`config.mk`:
```
export PLATFORM = sky130hd
export DESIGN_NAME = preemptive_priority_scheduler_core
export DESIGN_NICKNAME = d
export VERILOG_FILES = /design/src/sv/ppsc_pkg.sv /design/src/sv/ppsc_ram.sv /design/src/sv/preemptive_priority_scheduler_core.sv
export VERILOG_INCLUDE_DIRS = /design/src /design/src/sv
export SDC_FILE = /design/constraint.sdc
export NUM_CORES = 1
export LEC_CHECK = 0
export BUFFER_PORTS_ARGS = -buffer_cell sky130_fd_sc_hd__buf_2
export CAP_MARGIN = 20
export CELL_PAD_IN_SITES_DETAIL_PLACEMENT = 1
export CELL_PAD_IN_SITES_GLOBAL_PLACEMENT = 1
export CORE_MARGIN = 1.5
export CORE_UTILIZATION = 25
export DETAILED_ROUTE_END_ITERATION = 10
export MAX_ROUTING_LAYER = met4
export PLACE_DENSITY = 0.55
export SLEW_MARGIN = 20
export SYNTH_ARGS = -nofsm -noshare
export SYNTH_HDL_FRONTEND = slang
export SYNTH_SLANG_ARGS = --single-unit
```
`constraint.sdc`:
```
create_clock -name clock -period 7.5 [get_ports clock]
set_input_delay 0.75 -clock clock [delete_from_list [all_inputs] [get_ports clock]]
set_output_delay 0.75 -clock clock [all_outputs]
set_load 0.01 [all_outputs]
```
`src/sv/preemptive_priority_scheduler_core_defines.svh`:
```
// Assertion macros shared by the scheduler RTL.
`ifndef PREEMPTIVE_PRIORITY_SCHEDULER_CORE_DEFINES_SVH
`define PREEMPTIVE_PRIORITY_SCHEDULER_CORE_DEFINES_SVH

// The consequent must hold in the same cycle as the antecedent.
`define PPSC_ASSERT_SAME(label, clk, rst, ante, cons, msg) \
   label: assert property (@(posedge clk) disable iff (rst) (ante) |-> (cons)) else $error(msg);

// The consequent must hold in the cycle after the antecedent.
`define PPSC_ASSERT_NEXT(label, clk, rst, ante, cons, msg) \
   label: assert property (@(posedge clk) disable iff (rst) (ante) |=> (cons)) else $error(msg);

`endif

```
`src/sv/ppsc_pkg.sv`:
```
`timescale 1ns / 1ps

package ppsc_pkg;

   localparam int unsigned TIME_W = 32;
   localparam int unsigned SLOT_W = 4;

   // One row of the job table.
   typedef struct packed {
      logic        [15:0] arrival;
      logic        [15:0] burst;
      logic        [15:0] remaining;
      logic signed [15:0] prio;
   } job_type;

   localparam int unsigned JOB_W = $bits(job_type);

   typedef enum logic [2:0] {
      STATUS_LOADED    = 3'd0,
      STATUS_FULL      = 3'd1,
      STATUS_ZERO      = 3'd2,
      STATUS_IDLE      = 3'd3,
      STATUS_RAN       = 3'd4,
      STATUS_COMPLETED = 3'd5
   } status_type;

   typedef enum logic {
      CMD_LOAD = 1'b0,
      CMD_TICK = 1'b1
   } cmd_type;

endpackage

```
`src/sv/ppsc_ram.sv`:
```
`timescale 1ns / 1ps

module ppsc_ram #(
   parameter int unsigned WIDTH = 64,
   parameter int unsigned DEPTH = 16
) (
   input  logic                                  clock,
   input  logic                                  wr_en,
   input  logic [((DEPTH > 1) ? $clog2(DEPTH) : 1)-1:0] wr_addr,
   input  logic [WIDTH-1:0]                      wr_data,
   input  logic [((DEPTH > 1) ? $clog2(DEPTH) : 1)-1:0] rd_addr,
   output logic [WIDTH-1:0]                      rd_data
);

   logic [WIDTH-1:0] mem [DEPTH];

   always_ff @(posedge clock) begin
      if (wr_en) begin
         mem[wr_addr] <= wr_data;
      end
      rd_data <= mem[rd_addr];
   end

endmodule

```
`src/sv/preemptive_priority_scheduler_core.sv`:
```
`timescale 1ns / 1ps
//  Channel  Direction  Transfer carries
//  req_*    in         one load or one tick command
//  rsp_*    out        one status result for each command
//
//  A load goes from S_IDLE straight to S_OUT; a tick passes S_SCAN over every loaded slot,
//  then S_EXEC, then S_WAIT when the running job finishes, then S_OUT.
//  The scan reads one table slot per cycle and compares it with the best so far.
//  Reset is synchronous and clears the counts, the clock and the done flags.
//  A command may transfer while the last result waits in the output register;
//  a stalled result holds the sequencer in its final state.

`include "preemptive_priority_scheduler_core_defines.svh"

module preemptive_priority_scheduler_core #(
   parameter int unsigned MAX_PROCS = 16
) (
   input  logic         clock,
   input  logic         reset,
   input  logic         req_tvalid,
   output logic         req_tready,
   input  logic [47:0]  req_tdata,   // arrival[15:0], burst[31:16], prio[47:32]
   input  logic         req_tuser,   // cmd[0]
   output logic         rsp_tvalid,
   input  logic         rsp_tready,
   output logic [103:0] rsp_tdata,   // slot[3:0], finish_time[35:4],
                                     // turnaround[67:36], wait_time[99:68],
                                     // all_done[100], zero[103:101]
   output logic [2:0]   rsp_tuser    // status[2:0]
);

   localparam int unsigned IDX_W = (MAX_PROCS > 1) ? $clog2(MAX_PROCS) : 1;
   localparam int unsigned CNT_W = $clog2(MAX_PROCS + 1);
   localparam int unsigned TW    = ppsc_pkg::TIME_W;
   localparam int unsigned SW    = ppsc_pkg::SLOT_W;

   typedef enum logic [2:0] {
      S_IDLE,
      S_SCAN,
      S_EXEC,
      S_WAIT,
      S_OUT
   } state_type;

   state_type              state_ff, state_in;
   logic [CNT_W-1:0]       job_cnt_ff, job_cnt_in;
   logic [CNT_W-1:0]       done_cnt_ff, done_cnt_in;
   logic [TW-1:0]          now_ff, now_in;
   logic [TW-1:0]          nxt_ff, nxt_in;
   logic [MAX_PROCS-1:0]   done_ff, done_in;
   logic [CNT_W-1:0]       scan_ff, scan_in;
   logic                   cmp_v_ff, cmp_v_in;
   logic [IDX_W-1:0]       cmp_idx_ff, cmp_idx_in;
   logic                   found_ff, found_in;
   logic [IDX_W-1:0]       best_idx_ff, best_idx_in;
   ppsc_pkg::job_type      best_ff, best_in;
   ppsc_pkg::status_type   res_status_ff, res_status_in;
   logic [IDX_W-1:0]       res_idx_ff, res_idx_in;
   logic [TW-1:0]          res_fin_ff, res_fin_in;
   logic [TW-1:0]          res_tat_ff, res_tat_in;
   logic [TW-1:0]          res_wt_ff, res_wt_in;
   logic                   rsp_tvalid_ff, rsp_tvalid_in;
   logic [103:0]           rsp_tdata_ff, rsp_tdata_in;
   logic [2:0]             rsp_tuser_ff, rsp_tuser_in;

   logic                   ram_wr_en;
   logic [IDX_W-1:0]       ram_wr_addr;
   ppsc_pkg::job_type      ram_wr_job;
   logic [IDX_W-1:0]       ram_rd_addr;
   logic [ppsc_pkg::JOB_W-1:0] ram_rd_data;
   ppsc_pkg::job_type      rd_job;

   logic                   req_fire;
   logic                   issue;
   logic                   cand_ready;
   logic                   cand_better;
   logic [15:0]            rem_dec;
   logic [TW:0]            wt_diff;
   logic [IDX_W+SW-1:0]    slot_wide;

   ppsc_ram #(
      .WIDTH (ppsc_pkg::JOB_W),
      .DEPTH (MAX_PROCS)
   ) u_job_ram (
      .clock   (clock),
      .wr_en   (ram_wr_en),
      .wr_addr (ram_wr_addr),
      .wr_data (ram_wr_job),
      .rd_addr (ram_rd_addr),
      .rd_data (ram_rd_data)
   );

   assign req_tready = (state_ff == S_IDLE);
   assign req_fire   = req_tvalid && req_tready;
   assign rsp_tvalid = rsp_tvalid_ff;
   assign rsp_tdata  = rsp_tdata_ff;
   assign rsp_tuser  = rsp_tuser_ff;

   assign rd_job      = ppsc_pkg::job_type'(ram_rd_data);
   assign issue       = (scan_ff < job_cnt_ff);
   assign ram_rd_addr = scan_ff[IDX_W-1:0];

   // The slot read last cycle competes when it is unfinished and has arrived.
   // Slots are scanned upward, so strict compares keep the lower slot when prio and arrival both tie.
   assign cand_ready  = cmp_v_ff && !done_ff[cmp_idx_ff] &&
                        ({16'd0, rd_job.arrival} <= now_ff);
   assign cand_better = !found_ff || (rd_job.prio > best_ff.prio) ||
                        ((rd_job.prio == best_ff.prio) &&
                         (rd_job.arrival < best_ff.arrival));

   assign rem_dec   = best_ff.remaining - 16'd1;
   assign wt_diff   = {1'b0, res_tat_ff} - {{(TW - 15){1'b0}}, best_ff.burst};
   assign slot_wide = (IDX_W + SW)'(res_idx_ff);

   always_comb begin
      state_in      = state_ff;
      job_cnt_in    = job_cnt_ff;
      done_cnt_in   = done_cnt_ff;
      now_in        = now_ff;
      nxt_in        = nxt_ff;
      done_in       = done_ff;
      scan_in       = scan_ff;
      cmp_v_in      = 1'b0;
      cmp_idx_in    = cmp_idx_ff;
      found_in      = found_ff;
      best_idx_in   = best_idx_ff;
      best_in       = best_ff;
      res_status_in = res_status_ff;
      res_idx_in    = res_idx_ff;
      res_fin_in    = res_fin_ff;
      res_tat_in    = res_tat_ff;
      res_wt_in     = res_wt_ff;
      rsp_tvalid_in = rsp_tvalid_ff && !rsp_tready;
      rsp_tdata_in  = rsp_tdata_ff;
      rsp_tuser_in  = rsp_tuser_ff;
      ram_wr_en     = 1'b0;
      ram_wr_addr   = job_cnt_ff[IDX_W-1:0];
      ram_wr_job    = best_ff;

      unique case (state_ff)
         S_IDLE: begin
            if (req_fire) begin
               res_idx_in = '0;
               res_fin_in = '0;
               res_tat_in = '0;
               res_wt_in  = '0;
               if (ppsc_pkg::cmd_type'(req_tuser) == ppsc_pkg::CMD_TICK) begin
                  nxt_in   = (now_ff == {TW{1'b1}}) ? now_ff : now_ff + TW'(1);
                  scan_in  = '0;
                  found_in = 1'b0;
                  state_in = S_SCAN;
               end else begin
                  state_in = S_OUT;
                  if (job_cnt_ff == CNT_W'(MAX_PROCS)) begin
                     res_status_in = ppsc_pkg::STATUS_FULL;
                  end else if (req_tdata[31:16] == 16'd0) begin
                     res_status_in = ppsc_pkg::STATUS_ZERO;
                  end else begin
                     ram_wr_en            = 1'b1;
                     ram_wr_job.arrival   = req_tdata[15:0];
                     ram_wr_job.burst     = req_tdata[31:16];
                     ram_wr_job.remaining = req_tdata[31:16];
                     ram_wr_job.prio      = req_tdata[47:32];
                     done_in[job_cnt_ff[IDX_W-1:0]] = 1'b0;
                     job_cnt_in    = job_cnt_ff + CNT_W'(1);
                     res_idx_in    = job_cnt_ff[IDX_W-1:0];
                     res_status_in = ppsc_pkg::STATUS_LOADED;
                  end
               end
            end
         end
         S_SCAN: begin
            cmp_v_in   = issue;
            cmp_idx_in = scan_ff[IDX_W-1:0];
            scan_in    = scan_ff + CNT_W'(issue);
            if (cand_ready && cand_better) begin
               found_in    = 1'b1;
               best_idx_in = cmp_idx_ff;
               best_in     = rd_job;
            end
            if (!issue && !cmp_v_ff) begin
               state_in = S_EXEC;
            end
         end
         S_EXEC: begin
            now_in   = nxt_ff;
            state_in = S_OUT;
            if (!found_ff) begin
               res_status_in = ppsc_pkg::STATUS_IDLE;
            end else begin
               ram_wr_en         = 1'b1;
               ram_wr_addr       = best_idx_ff;
               ram_wr_job.remaining = rem_dec;
               res_idx_in        = best_idx_ff;
               if (rem_dec == 16'd0) begin
                  done_in[best_idx_ff] = 1'b1;
                  done_cnt_in   = done_cnt_ff + CNT_W'(1);
                  res_status_in = ppsc_pkg::STATUS_COMPLETED;
                  res_fin_in    = nxt_ff;
                  res_tat_in    = nxt_ff - {16'd0, best_ff.arrival};
                  state_in      = S_WAIT;
               end else begin
                  res_status_in = ppsc_pkg::STATUS_RAN;
               end
            end
         end
         S_WAIT: begin
            // A borrow means turnaround fell below the burst, so waiting is zero.
            res_wt_in = wt_diff[TW] ? '0 : wt_diff[TW-1:0];
            state_in  = S_OUT;
         end
         S_OUT: begin
            if (!rsp_tvalid_ff || rsp_tready) begin
               rsp_tvalid_in = 1'b1;
               rsp_tuser_in  = res_status_ff;
               rsp_tdata_in  = {3'd0, (done_cnt_ff == job_cnt_ff), res_wt_ff,
                                res_tat_ff, res_fin_ff, slot_wide[SW-1:0]};
               state_in      = S_IDLE;
            end
         end
         default: begin
            state_in = S_IDLE;
         end
      endcase
   end

   always_ff @(posedge clock) begin
      if (reset) begin
         state_ff      <= S_IDLE;
         job_cnt_ff    <= '0;
         done_cnt_ff   <= '0;
         now_ff        <= '0;
         done_ff       <= '0;
         cmp_v_ff      <= 1'b0;
         found_ff      <= 1'b0;
         rsp_tvalid_ff <= 1'b0;
      end else begin
         state_ff      <= state_in;
         job_cnt_ff    <= job_cnt_in;
         done_cnt_ff   <= done_cnt_in;
         now_ff        <= now_in;
         done_ff       <= done_in;
         cmp_v_ff      <= cmp_v_in;
         found_ff      <= found_in;
         rsp_tvalid_ff <= rsp_tvalid_in;
      end
      nxt_ff        <= nxt_in;
      scan_ff       <= scan_in;
      cmp_idx_ff    <= cmp_idx_in;
      best_idx_ff   <= best_idx_in;
      best_ff       <= best_in;
      res_status_ff <= res_status_in;
      res_idx_ff    <= res_idx_in;
      res_fin_ff    <= res_fin_in;
      res_tat_ff    <= res_tat_in;
      res_wt_ff     <= res_wt_in;
      rsp_tdata_ff  <= rsp_tdata_in;
      rsp_tuser_ff  <= rsp_tuser_in;
   end

   `PPSC_ASSERT_SAME(a_done_le_jobs, clock, reset, 1'b1, done_cnt_ff <= job_cnt_ff, "more completions than loaded jobs")
   `PPSC_ASSERT_SAME(a_jobs_bounded, clock, reset, 1'b1, job_cnt_ff <= CNT_W'(MAX_PROCS), "job count beyond table size")
   `PPSC_ASSERT_SAME(a_run_unfinished, clock, reset, (state_ff == S_EXEC) && found_ff, !done_ff[best_idx_ff], "selected job is already finished")
   `PPSC_ASSERT_NEXT(a_time_step, clock, reset, state_ff == S_EXEC, (now_ff == $past(now_ff) + TW'(1)) || ($past(now_ff) == {TW{1'b1}}), "time did not advance by one tick")

endmodule
```
# Word-level counts from Yosys, hierarchy flattened
# Memories as Yosys holds them, arrays and structs flattened. A register that Yosys moved wholly into a read port is not among the register bits.
# Cells that the tools add are included.
# totals
latch_bits,0
in_bits,53
mem_bits_rw,1024
memories,1
romBits,0
reg_bits,380
# memory_table
memory,words,word_bits,read_ports,rd_ports_with_merged_regs,write_ports,line_no,text
u_job_ram.mem,16,64,1,1,1,ppsc_ram.sv:15,logic [WIDTH-1:0] mem [DEPTH];
# classes
n_shift,0
div_mod_pow,0
bitwise_logic,7
n_mux,70
n_eq_ne,18
multipliers,0
addsub,7
magnitude_cmp,9
n_reduce_logical,38
# ops
cell,count
$mux W32,8
$mux W64,4
$pmux W32 S2,3
$mux W16,8
$pmux W16 S2,2
$sub A32 B16 Y33,1
$add A32 B1 Y32 const B,1
$eq A32 B32 Y1 const B,1
$le A16 B32 Y1,1
$logic_not A16 Y1,2
$sub A32 B16 Y32,1
$mux W4,7
$mux W3,9
$reduce_and A3 Y1,6
$and A16 B16 Y16,1
$eq A16 B16 Y1,1
$gt A16 B16 Y1,1
$lt A16 B16 Y1,1
$mux W1,16
$ne A2 B2 Y1 const B,8
$not A16 Y16,1
$or A16 B16 Y16,1
$sub A16 B1 Y16 const B,1
$lt A4 B5 Y1 const B,3
other kinds (30),61

# Logic depth before layout (Yosys ltp)
# Gate-level depths: netlist (run 1).
# logic_depth
depth_word,11
mapped_depth,13

# Cells and area by module
# A second synthesis (run 1) with hierarchy kept.
# hier_totals
hier_cells,3289
hier_area_um2,57984.4
# modules_own_cells
module,instances,cells_per_inst,seq_area_each_um2,area_per_inst_um2
ppsc_ram,1,1647,32030.7,39583.0
preemptive_priority_scheduler_core,1,1642,10770.3,18401.4

# Worst setup path before layout (run 1)
# No wires, ideal clock.
# synth_path
path_kind,register to register
startpoint,reg best_ff[16] (netlist name)
endpoint,"reg res_fin_ff[0], enable pin"
t_arrival_ps,6955
period_less_slack_ps,7529
stages_incl_launch_ff,10
setup_slack_ps,-29
t_required_ps,6926
cell_sequence,edfxtp_1 > buf_6 > inv_1 > ha_1 > nor4b_2 > nand4_1 > a2111oi_1 > o221ai_2 > or3b_2 > o21ai_0
# synth_between
elab_chain_len,4
# synth_rtl
item,line_no,text
start: declaration,preemptive_priority_scheduler_core.sv:56,"ppsc_pkg::job_type best_ff, best_in;"
start signal: assignment,preemptive_priority_scheduler_core.sv:251,best_ff <= best_in;
$sub A16 B1 Y16,preemptive_priority_scheduler_core.sv:111,assign rem_dec = best_ff.remaining - 16'd1;
$logic_not A16 Y1,preemptive_priority_scheduler_core.sv:195,if (rem_dec == 16'd0) begin
$ne A2 B2 Y1 (no source line),-,
$reduce_and A4 Y1 (no source line),-,
end signal: assignment,preemptive_priority_scheduler_core.sv:254,res_fin_ff <= res_fin_in;
end: declaration,preemptive_priority_scheduler_core.sv:59,"logic [TW-1:0] res_fin_ff, res_fin_in;"
# Every way passes these cells.
# A chain may end at the register's enable or synchronous reset.

# Worst setup path in the final report (run 1)
# layout_path
startpoint,reg job_cnt_ff[0]
endpoint,"mem u_job_ram.mem[0][21], enable pin"
# layout_between
elab_chain_len,7
# layout_rtl
item,line_no,text
start: declaration,preemptive_priority_scheduler_core.sv:46,"logic [CNT_W-1:0] job_cnt_ff, job_cnt_in;"
start signal: assignment,preemptive_priority_scheduler_core.sv:239,job_cnt_ff <= job_cnt_in;
$eq A5 B5 Y1,preemptive_priority_scheduler_core.sv:154,if (job_cnt_ff == CNT_W'(MAX_PROCS)) begin
$mux W1,preemptive_priority_scheduler_core.sv:154,
$mux W1,preemptive_priority_scheduler_core.sv:147,if (ppsc_pkg::cmd_type'(req_tuser) == ppsc_pkg::CMD_TICK) begin
$mux W1,preemptive_priority_scheduler_core.sv:142,if (req_fire) begin
$pmux W1 S2,preemptive_priority_scheduler_core.sv:140,unique case (state_ff)
$mux W1,ppsc_ram.sv:18,if (wr_en) begin
$mux W1 (not written as such),ppsc_ram.sv:19,mem[wr_addr] <= wr_data;
end: declaration,ppsc_ram.sv:15,
# Several ways; a longest one is shown, not always the timed one.

==> qor.csv, run 1 <==
stage,metric,value,unit
outcome,status,"finished, final reports clean",
floorplanning,Starting Density,25.2,%
power,Clock power frac,42.1,%
finish,area of the multi-input gates,14400,um^2
synthesis,#FFs+latches synth,1468,
synthesis,warnings from Yosys,0,
global_routing,largest net degree at the start of global routing,117,
synthesis,syn avg cell area,18.5,um^2
synthesis,dominant cell type by area after synthesis,edfxtp_1,
worst_setup_path,CP startpoint kind,flip-flop,
synthesis,Syn Inst Count,3131,
synthesis,Post-Synth Simple-Gate Area,4.72,%
route,initial drt markers,2154,
floorplanning,Die W,484,um
placed_design,HPWL after DPL,99100,um
timing,Final setup viols,0,
worst_setup_path,FF-to-FF Start,job_cnt_ff[0],
route,vias per inst,4.59,
finish,Register Area,42800,um^2
min_path,Hold Path Origin,req_tvalid,
finish,area grow syn2layout,17.9,%
min_path,class of the worst hold path,input pin to flip-flop,
synthesis,post-synthesis xor/xnor area fraction,1.38,%
worst_setup_path,reg2reg setup slack,2.30,ns
route,via count,30200,
synthesis,largest family of logic cells by synthesized area,multiplexers,
clock_network,setup repair bufs after CTS,0,
clock_network,cts bufs inserted,150,
finish,Layout Nets,3568,
timing,fin crit share,69.4,%
placed_design,routability cong.,0.807,
route,antenna-violating nets left,0,
global_routing,number of global-route vias before repair,31600,
clock_network,Clock Tree Buf Depth,3,
clock_network,Root Buffer,clkbuf_16,
worst_setup_path,CP Cell Sequence,"inv_1, ha_1, and3_1, or4_1, a21oi_1, buf_4, o21ai_1, nor2_4, buf_4",
timing,Fin. Hold Viols,0,
power,internal power,0.0139,W
synthesis,sequential-to-total area share from yosys stat,73.8,%
synthesis,distinct cell type count of the synthesized netlist,83,
synthesis,"FFs w/ async S/R, synth",0,%
synthesis,"EDFF count, synth",1340,
global_routing,GRT Util Overall,13.8,%
synthesis,mux contribution to synthesized area,12.7,%
flow_run,number of max-cap violations,0,
synthesis,Post-Synth Adder-Cell Area,2.08,%
worst_setup_path,critical path class,flip-flop to flip-flop,
power,Comb pwr share,6.2,%
timing,setup_tns,0,ns
power,Power Dens Cells,262,nW/um^2
min_path,depth of the worst hold-timing path,3,
route,Total Routed Length,158000,um
route,# DRC,0,
floorplanning,I/O pins,162,
power,P_sw,0.00406,W
clock_network,CTS clock-pin slew for the worst setup and hold paths,0.06,ns
clock_network,Sink Count,1468,
floorplanning,Core Box Area,230000,um^2
power,Lkg Pwr,22.2,nW
timing,Worst Max-Slew Pin Slew,1.14,ns
floorplanning,die height,484,um
power,net switching fraction of the power,22.7,%
timing,RSZ-0062 raised after global routing,no,
worst_setup_path,worst path required time,7.89,ns
finish,post-layout utilization of the core,29.7,%
placed_design,setup slack after placement,2.14,ns
synthesis,top cell type's share of synthesized area,69.4,%
global_routing,grt ovf,0,
synthesis,ranking of synthesized cells by area,"edfxtp_1 69%, mux4_2 13%, dfxtp_1 4.4%, ha_1 2.0%, nand2_1 1.3%",
synthesis,mapped cell area,58000,um^2
synthesis,post-synthesis compound-gate area fraction,3.59,%
worst_setup_path,FF-to-FF End,u_job_ram.mem[0][21],
clock_network,cts repair resizes,0,
clock_network,clock insertion delay at the later pin of the skew report,0.80,ns
timing,final setup margin,2.30,ns
power,peak supply drop,213,uV
clock_network,"Hold-fix buffers, CTS",0,
power,Flop pwr share,51.6,%
worst_setup_path,CP Data Arrival Time,5.60,ns
floorplanning,row cnt,176,
finish,most frequent cells in the layout,"1340 x edfxtp_1, 325 x mux4_2, 200 x nand2_1",
finish,Filler cells,23700,
clock_network,TritonCTS clock tree,yes,
route,WL/cell,24.1,um
timing,Max-slew headroom,23.7,%
worst_setup_path,Worst path max stage delay,0.89,ns
timing,Max Clk Rate,192,MHz
synthesis,Synth Flop Type,edfxtp_1,
worst_setup_path,type of destination of the critical path,flip-flop,
global_routing,global-route wire length before repair,231000,um
clock_network,htree depth,4,
floorplanning,Die ar.,235000,um^2
worst_setup_path,CP Max Fanout,44,
finish,"commonest non-fill, non-tap cell in the layout",edfxtp_1,
worst_setup_path,Crit path top cell by count,buf_4,
power,Tot Pwr,0.0179,W
worst_setup_path,crit path from,job_cnt_ff[0],
route,DR pass1 iterations,5,
min_path,Hold Path End,state_ff[0],
global_routing,initial antenna violation count,7,
finish,layout cells sized above 1,24.5,%
timing,worst clock skew,0.0358,ns
placed_design,PortBufs,158,
worst_setup_path,reg2reg path depth,9,
timing,Slew Limit Fails,0,
timing,post-route minimum period,5.20,ns
worst_setup_path,CP max-delay cell,or4_1,
## through the flow
stage	cells	cell area, um^2	hold slack [ns]
final	6577	68300	0.325
after global routing	6575	68300	0.297
after CTS	6567	68200	0.248
after detailed placement	6289	63200	0.394
after global placement	6283	63100	0.386
after floorplan	3133	58000	0.386
## power groups by stage
stage | combinational [W] | clock (W) | sequential [W]
finish | 0.00112 | 0.00756 | 0.00926
global route | 0.00122 | 0.00806 | 0.00927
CTS | 0.00114 | 0.00776 | 0.00926
detailed placement | 0.00113 | 0 | 0.00944
global placement | 0.00112 | 0 | 0.00943
floorplan | 0.000703 | 0 | 0.00939
## cell type report
cell class              instances  area share [%]
flip-flops and latches       1468            62.6
multi-input cells            1413            21.1
clock buffers                 192            5.84
well taps                    3026            5.54
repair buffers                268            2.73
clock inverters                86            1.44
inverters                     119           0.654
diodes                          5          0.0183
## cell families (layout without fill, tap and decap cells)
| logic type | after synthesis | in the layout |
|---|---|---|
| flip-flops | 1468 | 1468 |
| AND/OR/NAND/NOR | 563 | 563 |
| AO/OA/AOI/OAI | 332 | 332 |
| multiplexers | 329 | 329 |
| buffers and inverters | 252 | 665 |
| adder cells (fa/ha/maj) | 95 | 95 |
| XOR/XNOR | 91 | 91 |
| other | 1 | 8 |
## per-layer routing
metal | share of wire (%) | global-route usage, % | wire length [um] | vias to the layer above
met3 | 4.8 | 2.66 | 7580 | 175
met4 | 1.8 | 2.80 | 2790 | 0
met2 | 45 | 20.6 | 71900 | 680
met1 | 48 | 19.6 | 76100 | 16200
met5 | 0 | - | 0 | -
li1 | - | - | - | 13100
## registers in the layout (all words and copies together) (netlist names), 4 cells and up
register	flops
best_ff	64
best_idx_ff	4
cmp_idx_ff	4
done_cnt_ff	5
done_ff	16
job_cnt_ff	5
now_ff	32
nxt_ff	32
res_fin_ff	32
res_idx_ff	4
res_tat_ff	32
res_wt_ff	32
rsp_tdata	101
scan_ff	5
u_job_ram.mem	1024
u_job_ram.rd_data	64
## synth_stat cells (14+ instances only)
master and count:
edfxtp_1 1340, and3_1 17, nor2b_1 15, or3_1 14, nand2_1 201, clkbuf_1 87, a21oi_1 96, xnor2_1 60
xor2_1 31, nand3_1 39, a21o_1 22, mux4_2 325, nor3_1 50, inv_1 117, nand2b_1 17, nor2_1 118
buf_1 36, o21a_1 15, dfxtp_1 128, nor4_1 23, o21ai_0 100, nand4_1 25, ha_1 93
## how the worst max path moves through the flow
stage	to	slack (ns)	cells after the start
5_1_grt	u_job_ram.mem[0][21]	2.08	9
2_1_floorplan	best_ff[0]	0.03	8
6_report	u_job_ram.mem[0][21]	2.30	9
4_1_cts	u_job_ram.mem[8][30]	2.21	9
3_5_place_dp	u_job_ram.mem[8][21]	2.14	9
3_3_place_gp	u_job_ram.mem[8][24]	2.18	9
## worst max-delay path, delay by kind of cell (launching register included)
kind	cells	cell delay (ns)
simple gates	3	2.00
buf+inv	3	1.19
flops	1	0.60
compound gates	2	0.59
fa+ha+maj	1	0.33
No activity file was read; power rests on OpenSTA's default activity.
==> inputs of run 2 (changes only) <==
==> constraint.sdc (replaced) <==
create_clock -name clock -period 4.3 [get_ports clock]
set_input_delay 0.43 -clock clock [delete_from_list [all_inputs] [get_ports clock]]
set_output_delay 0.43 -clock clock [all_outputs]
set_load 0.01 [all_outputs]
==> run 2 against run 1 <==
Compared with the run above: sequential share of layout area fell by 0.58 points; non-clock buffer count rose by 31; count of clock-buffer cells in the layout up 9; first-iteration DRC count grew 8.2%; largest power group unchanged; final area is 0.94% higher; power up 77%; worst hold slack got worse by 0.25 ns; clock power up 81%; maximum frequency is 34% higher; setup slack got worse by 1.9 ns.
==> qor.csv, run 2 (synthesis gave the netlist of run 1 again) <==
stage,metric,value,unit,change
finish,"commonest non-fill, non-tap cell in the layout",edfxtp_1,,unchanged
floorplanning,die height,484,um,unchanged
worst_setup_path,Worst path max stage delay,0.56,ns,was 0.89 ns
outcome,status,"finished, final reports clean",,unchanged
timing,Max Clk Rate,258,MHz,was 192 MHz
worst_setup_path,worst path required time,4.77,ns,was 7.89 ns
route,Total Routed Length,157000,um,was 158000 um
floorplanning,Starting Density,25.2,%,unchanged
timing,Worst Max-Slew Pin Slew,1.13,ns,was 1.14 ns
timing,Final setup viols,0,,unchanged
floorplanning,Die W,484,um,unchanged
flow_run,number of max-cap violations,0,,unchanged
route,DR pass1 iterations,5,,unchanged
clock_network,setup repair bufs after CTS,0,,unchanged
placed_design,PortBufs,158,,unchanged
finish,layout cells sized above 1,25.3,%,was 24.5%
global_routing,largest net degree at the start of global routing,105,,was 117
clock_network,Root Buffer,clkbuf_16,,unchanged
global_routing,grt ovf,0,,unchanged
route,vias per inst,4.57,,was 4.59
global_routing,initial antenna violation count,12,,was 7
timing,Slew Limit Fails,0,,unchanged
finish,Filler cells,23600,,was 23.7k
min_path,Hold Path Origin,req_tuser,,was req_tvalid
route,antenna-violating nets left,0,,unchanged
clock_network,Clock Tree Buf Depth,3,,unchanged
clock_network,clock insertion delay at the later pin of the skew report,0.82,ns,was 0.80 ns
clock_network,htree depth,4,,unchanged
timing,Fin. Hold Viols,0,,unchanged
worst_setup_path,CP max-delay cell,dfxtp_1,,was or4_1
finish,max FFs per register,1024,,unchanged
floorplanning,Core Box Area,230000,um^2,unchanged
route,# DRC,0,,unchanged
clock_network,CTS clock-pin slew for the worst setup and hold paths,0.06,ns,about the same
timing,fin crit share,90.2,%,was 69.4%
clock_network,TritonCTS clock tree,yes,,unchanged
worst_setup_path,crit path from,job_cnt_ff[0],,unchanged
timing,Max-slew headroom,24.6,%,was 23.7%
timing,final setup margin,0.423,ns,was 2.30 ns
worst_setup_path,FF-to-FF Start,job_cnt_ff[0],,unchanged
clock_network,cts bufs inserted,152,,was 150
min_path,class of the worst hold path,input pin to flip-flop,,unchanged
placed_design,routability cong.,0.800,,was 0.807
worst_setup_path,critical path class,flip-flop to flip-flop,,unchanged
floorplanning,row cnt,176,,unchanged
timing,RSZ-0062 raised after global routing,no,,unchanged
floorplanning,Die ar.,235000,um^2,unchanged
finish,most frequent cells in the layout,"1340 x edfxtp_1, 325 x mux4_2, 200 x nand2_1",,unchanged
worst_setup_path,CP Cell Sequence,"inv_1, ha_1, and3_1, or4_1, a21oi_1, o21ai_1, nor2_4, buf_4",,"was inv_1, ha_1, and3_1, or4_1, a21oi_1, buf_4, o21ai_1, nor2_4, buf_4"
power,Power Dens Cells,461,nW/um^2,was 262 nW/um^2
placed_design,HPWL after DPL,95400,um,was 99100 um
route,WL/cell,23.8,um,was 24.1 um
timing,post-route minimum period,3.88,ns,was 5.20 ns
route,initial drt markers,2331,,was 2154
worst_setup_path,CP Data Arrival Time,4.35,ns,was 5.60 ns
power,Tot Pwr,0.0318,W,was 0.0179 W
finish,Biggest register,u_job_ram.mem,,unchanged
power,peak supply drop,478,uV,was 213 uV
route,via count,30200,,about the same
worst_setup_path,CP startpoint kind,flip-flop,,unchanged
placed_design,setup slack after placement,0.407,ns,was 2.14 ns
global_routing,number of global-route vias before repair,31600,,about the same
worst_setup_path,cell family with most CP delay,simple AND/OR/NAND/NOR gates,,unchanged
power,Lkg Pwr,22.5,nW,was 22.2 nW
global_routing,GRT Util Overall,13.6,%,was 13.8%
worst_setup_path,WP buf/inv,2,,was 3
worst_setup_path,CP Max Fanout,13,,was 44
finish,area grow syn2layout,19.0,%,was 17.9%
worst_setup_path,type of destination of the critical path,flip-flop,,unchanged
clock_network,Sink Count,1468,,unchanged
global_routing,global-route wire length before repair,228000,um,was 231000 um
min_path,depth of the worst hold-timing path,3,,unchanged
floorplanning,I/O pins,162,,unchanged
finish,Layout Nets,3601,,was 3568
timing,worst clock skew,0.0344,ns,was 0.0358 ns
worst_setup_path,reg2reg path depth,8,,was 9
worst_setup_path,critical path depth in cells,8,,was 9
==> run 2: tightest hold or removal path: stages <==
cell and delay, ns:
buf_2 0.18, a221oi_1 0.12, nor2_1 0.09
==> run 2: metrics by stage <==
stage	std cells	instance area, um^2	hold slack (ns)	utilization [%]	TNS (ns)
3_5_place_dp	6317	63600	0.390	27.6	0
6_report	6613	69000	0.0780	30.0	0
2_1_floorplan	3133	58000	0.386	-	-320.53
5_1_grt	6613	69000	0.0667	30.0	0
3_3_place_gp	6317	63600	0.386	27.6	0
4_1_cts	6604	68900	0.00777	29.9	0
==> run 2: worst paths after layout <==
check	end	slack, ns
max	u_job_ram.mem[8][26]	0.42
min	state_ff[0]	0.08
max reg2reg	u_job_ram.mem[8][26]	0.42
min reg2reg	best_ff[47]	0.40
==> run 2: where the power goes <==
part / internal [W] / switching, W / total [W] / leakage, nW
logic: 0.000825 / 0.00116 / 0.00198 / 6.68
registers: 0.0159 / 0.000185 / 0.0161 / 13.3
clock network: 0.00796 / 0.00575 / 0.0137 / 2.53
total: 0.0247 / 0.00710 / 0.0318 / 22.5
==> run 2: final cells by class <==
| cell class | instances | area (um^2) | area share, % |
|---|---|---|---|
| antenna | 2 | 5.00 | 0.00726 |
| tap | 3026 | 3790 | 5.49 |
| sequential | 1468 | 42800 | 62.1 |
| clock inverter | 85 | 1070 | 1.56 |
| timing repair buffer | 299 | 2270 | 3.29 |
| multi-input combinational | 1413 | 14400 | 20.9 |
| clock buffer | 201 | 4170 | 6.05 |
| inverter | 119 | 447 | 0.648 |
==> run 2: routing by layer <==
| layer | wire, um | track usage (%) | share of wire, % | vias to the layer above |
|---|---|---|---|---|
| met5 | 0 | - | 0 | - |
| met4 | 3430 | 3.78 | 2.2 | 0 |
| li1 | - | - | - | 13100 |
| met1 | 73100 | 18.7 | 46 | 16200 |
| met3 | 7420 | 2.30 | 4.7 | 201 |
| met2 | 73300 | 20.9 | 47 | 718 |
==> run 2: timing repair <==
item	in CTS	in global routing
hold buffers	1	0
endpoints found under the setup margin	0	0
hold endpoints to repair	1	0
gates resized for setup	0	0
==> inputs of run 3 (changes only) <==
--- a/config.mk
+++ b/config.mk
@@ -13,9 +13,10 @@
 export CORE_MARGIN = 1.5
 export CORE_UTILIZATION = 25
 export DETAILED_ROUTE_END_ITERATION = 10
+export GPL_TIMING_DRIVEN = 0
 export MAX_ROUTING_LAYER = met4
 export PLACE_DENSITY = 0.55
-export SLEW_MARGIN = 20
+export SLEW_MARGIN = 25
 export SYNTH_ARGS = -nofsm -noshare
 export SYNTH_HDL_FRONTEND = slang
 export SYNTH_SLANG_ARGS = --single-unit
==> run 3 against run 2 <==
Compared with the run above: cell count grew 2.0%; largest power group unchanged; non-clock buffer count is 125 higher; global-route usage rose by 1.0 points; critical path type unchanged; largest cell class unchanged.
==> qor.csv, run 3 (synthesis gave the netlist of run 1 again) <==
stage,metric,value,unit,change
power,Flop pwr share,50.5,%,was 50.7%
power,Power Dens Cells,450,nW/um^2,was 461 nW/um^2
global_routing,routing usage on met1,20.4,%,was 18.7%
route,antenna-violating nets left,0,,unchanged
route,via count,31200,,was 30.2k
flow_run,number of max-cap violations,0,,unchanged
outcome,status,"finished, final reports clean",,unchanged
worst_setup_path,FF-to-FF End,u_job_ram.mem[8][28],,was u_job_ram.mem[8][26]
finish,Layout Nets,3729,,was 3601
clock_network,Clock Tree Buf Depth,3,,unchanged
floorplanning,Core Box Area,230000,um^2,unchanged
global_routing,global-route wire length before repair,242000,um,was 228000 um
clock_network,htree depth,4,,unchanged
clock_network,TritonCTS clock tree,yes,,unchanged
route,# DRC,0,,unchanged
power,Lkg Pwr,23.2,nW,was 22.5 nW
finish,area of the multi-input gates,14500,um^2,was 14400 um^2
timing,Worst Max-Slew Pin Slew,1.05,ns,was 1.13 ns
worst_setup_path,FF-to-FF Start,state_ff[2],,was job_cnt_ff[0]
clock_network,CTS clock-pin slew for the worst setup and hold paths,0.06,ns,about the same
placed_design,HPWL after DPL,118000,um,was 95400 um
route,vias per inst,4.63,,was 4.57
timing,RSZ-0062 raised after global routing,no,,unchanged
finish,layout cells sized above 1,26.5,%,was 25.3%
worst_setup_path,WP buf/inv,6,,was 2
worst_setup_path,CP Max Fanout,12,,was 13
power,internal power,0.0247,W,about the same
floorplanning,I/O pins,162,,unchanged
route,initial drt markers,2766,,was 2331
power,P_sw,0.00722,W,was 0.00710 W
min_path,Hold Path End,state_ff[0],,unchanged
worst_setup_path,cell family with most CP delay,buffers and inverters,,was simple AND/OR/NAND/NOR gates
finish,Register Area,42800,um^2,unchanged
global_routing,grt ovf,0,,unchanged
timing,Final setup viols,0,,unchanged
placed_design,setup slack after placement,-1.45,ns,was 0.407 ns
power,Comb pwr share,6.5,%,was 6.2%
placed_design,routability cong.,0.798,,was 0.800
timing,final setup margin,0.189,ns,was 0.423 ns
timing,fin crit share,95.6,%,was 90.2%
worst_setup_path,Crit path top cell by count,buf_2,,
min_path,Hold Path Origin,req_tuser,,unchanged
global_routing,GRT Util Overall,14.7,%,was 13.6%
global_routing,initial antenna violation count,13,,was 12
floorplanning,die height,484,um,unchanged
timing,Max-slew headroom,29.8,%,was 24.6%
global_routing,number of global-route vias before repair,32700,,was 31.6k
worst_setup_path,CP startpoint kind,flip-flop,,unchanged
finish,most frequent cells in the layout,"1340 x edfxtp_1, 325 x mux4_2, 198 x nand2_1",,"was 1340 x edfxtp_1, 325 x mux4_2, 200 x nand2_1"
min_path,class of the worst hold path,input pin to flip-flop,,unchanged
worst_setup_path,reg2reg setup slack,0.19,ns,was 0.42 ns
global_routing,met2 Usage GRT,22.6,%,was 20.9%
clock_network,Root Buffer,clkbuf_16,,unchanged
worst_setup_path,reg2reg path depth,12,,was 8
timing,setup_tns,0,ns,unchanged
route,Total Routed Length,169000,um,was 157000 um
power,peak supply drop,327,uV,was 478 uV
route,WL/cell,25.0,um,was 23.8 um
floorplanning,Die ar.,235000,um^2,unchanged
power,Clock power frac,43.0,%,was 43.1%
worst_setup_path,worst path required time,4.91,ns,was 4.77 ns
clock_network,clock insertion delay at the later pin of the skew report,0.80,ns,was 0.82 ns
finish,area grow syn2layout,22.4,%,was 19.0%
worst_setup_path,CP Cell Sequence,"clkbuf_1, or2_4, nor2_1, nand2_2, nor4_4, buf_6, clkbuf_2, buf_16, buf_2, nand2_1, o211ai_1, buf_2",,"was inv_1, ha_1, and3_1, or4_1, a21oi_1, o21ai_1, nor2_4, buf_4"
timing,post-route minimum period,4.11,ns,was 3.88 ns
global_routing,global routing's busiest layer,met2,,unchanged
route,DR pass1 iterations,5,,unchanged
floorplanning,Die W,484,um,unchanged
global_routing,largest net degree at the start of global routing,57,,was 105
floorplanning,Starting Density,25.2,%,unchanged
min_path,depth of the worst hold-timing path,3,,unchanged
placed_design,PortBufs,158,,unchanged
power,net switching fraction of the power,22.6,%,was 22.3%
worst_setup_path,type of destination of the critical path,flip-flop,,unchanged
timing,Slew Limit Fails,0,,unchanged
finish,Filler cells,23600,,about the same
clock_network,cts bufs inserted,155,,was 152
worst_setup_path,Worst path max stage delay,0.44,ns,was 0.56 ns
worst_setup_path,critical path class,flip-flop to flip-flop,,unchanged
floorplanning,row cnt,176,,unchanged
finish,Biggest register,u_job_ram.mem,,unchanged
global_routing,grt met3 use,2.52,%,was 2.30%
timing,worst clock skew,0.0404,ns,was 0.0344 ns
worst_setup_path,CP Data Arrival Time,4.72,ns,was 4.35 ns
timing,Max Clk Rate,243,MHz,was 258 MHz
worst_setup_path,CP max-delay cell,buf_2,,was dfxtp_1
finish,"commonest non-fill, non-tap cell in the layout",edfxtp_1,,unchanged
clock_network,Sink Count,1468,,unchanged
timing,Fin. Hold Viols,0,,unchanged
finish,max FFs per register,1024,,unchanged
[run 3: cell types whose count changed in the layout (fill, tap and decap cells not counted), moves of 7 or more]
cell and change:
buf_1 +9, buf_6 +8, clkbuf_1 +77, buf_16 +67, buf_12 -10, o21ai_1 +23, o21ai_0 -43, buf_8 +7
clkbuf_2 +19, buf_4 -74, buf_2 +35, o21ai_2 +20
[run 3: timing repair]
action | in CTS | in global routing
resized for setup | 16 | 7
setup endpoints to repair | 1869 | 170
setup buffers | 22 | 0
hold buffers | 2 | 0
hold endpoints to repair | 3 | 0
pin swaps | 14 | 0
[run 3: power by group through the flow]
stage	Clock (W)	Sequential, W	Combinational [W]
3_3_place_gp	0	0.0165	0.00196
6_report	0.0137	0.0161	0.00208
5_1_grt	0.0145	0.0161	0.00226
2_1_floorplan	0	0.0164	0.00123
4_1_cts	0.0140	0.0161	0.00212
3_5_place_dp	0	0.0164	0.00210
[run 3: worst min-delay path, stage by stage]
cell      delay (ns)
buf_2           0.18
a221oi_1        0.11
nor2_1          0.11
[run 3: routing by layer]
metal / up-vias / part of all wire [%]
li1: 13500 / -
met1: 16700 / 46
met2: 899 / 46
met3: 203 / 5.5
met4: 0 / 1.7
met5: - / 0
[run 3: worst max path at each step]
stage / cells after the start / endpoint / slack [ns] / start
6_report: 12 / u_job_ram.mem[8][28] / 0.19 / state_ff[2]
5_1_grt: 12 / u_job_ram.mem[8][28] / 0.02 / state_ff[2]
4_1_cts: 14 / u_job_ram.mem[6][9] / 0.1 / job_cnt_ff[0]
3_5_place_dp: 15 / u_job_ram.mem[6][7] / -1.45 / state_ff[2]
3_3_place_gp: 11 / u_job_ram.mem[15][7] / -4.22 / state_ff[2]
2_1_floorplan: 11 / u_job_ram.mem[0][0] / -0.37 / state_ff[2]
[run 3: layout make-up]
type,instances,area share (%)
repair buffers,293,4.96
plain buffers,131,0.817
flip-flops and latches,1468,60.4
clock buffers,214,6.00
inverters,119,0.635
multi-input cells,1413,20.5
clock inverters,76,1.37
diodes,6,0.0212
well taps,3026,5.34
[run 3: stage by stage]
stage	hold slack [ns]	total power, W	instance area, um^2	std cells	utilization [%]
floorplan	0.386	0.0176	58000	3133	-
global placement	0.387	0.0184	62600	6317	27.2
detailed placement	0.390	0.0185	65300	6425	28.4
CTS	0.0385	0.0323	70800	6738	30.8
global route	0.0994	0.0329	70900	6743	30.8
finish	0.0934	0.0319	70900	6746	30.8
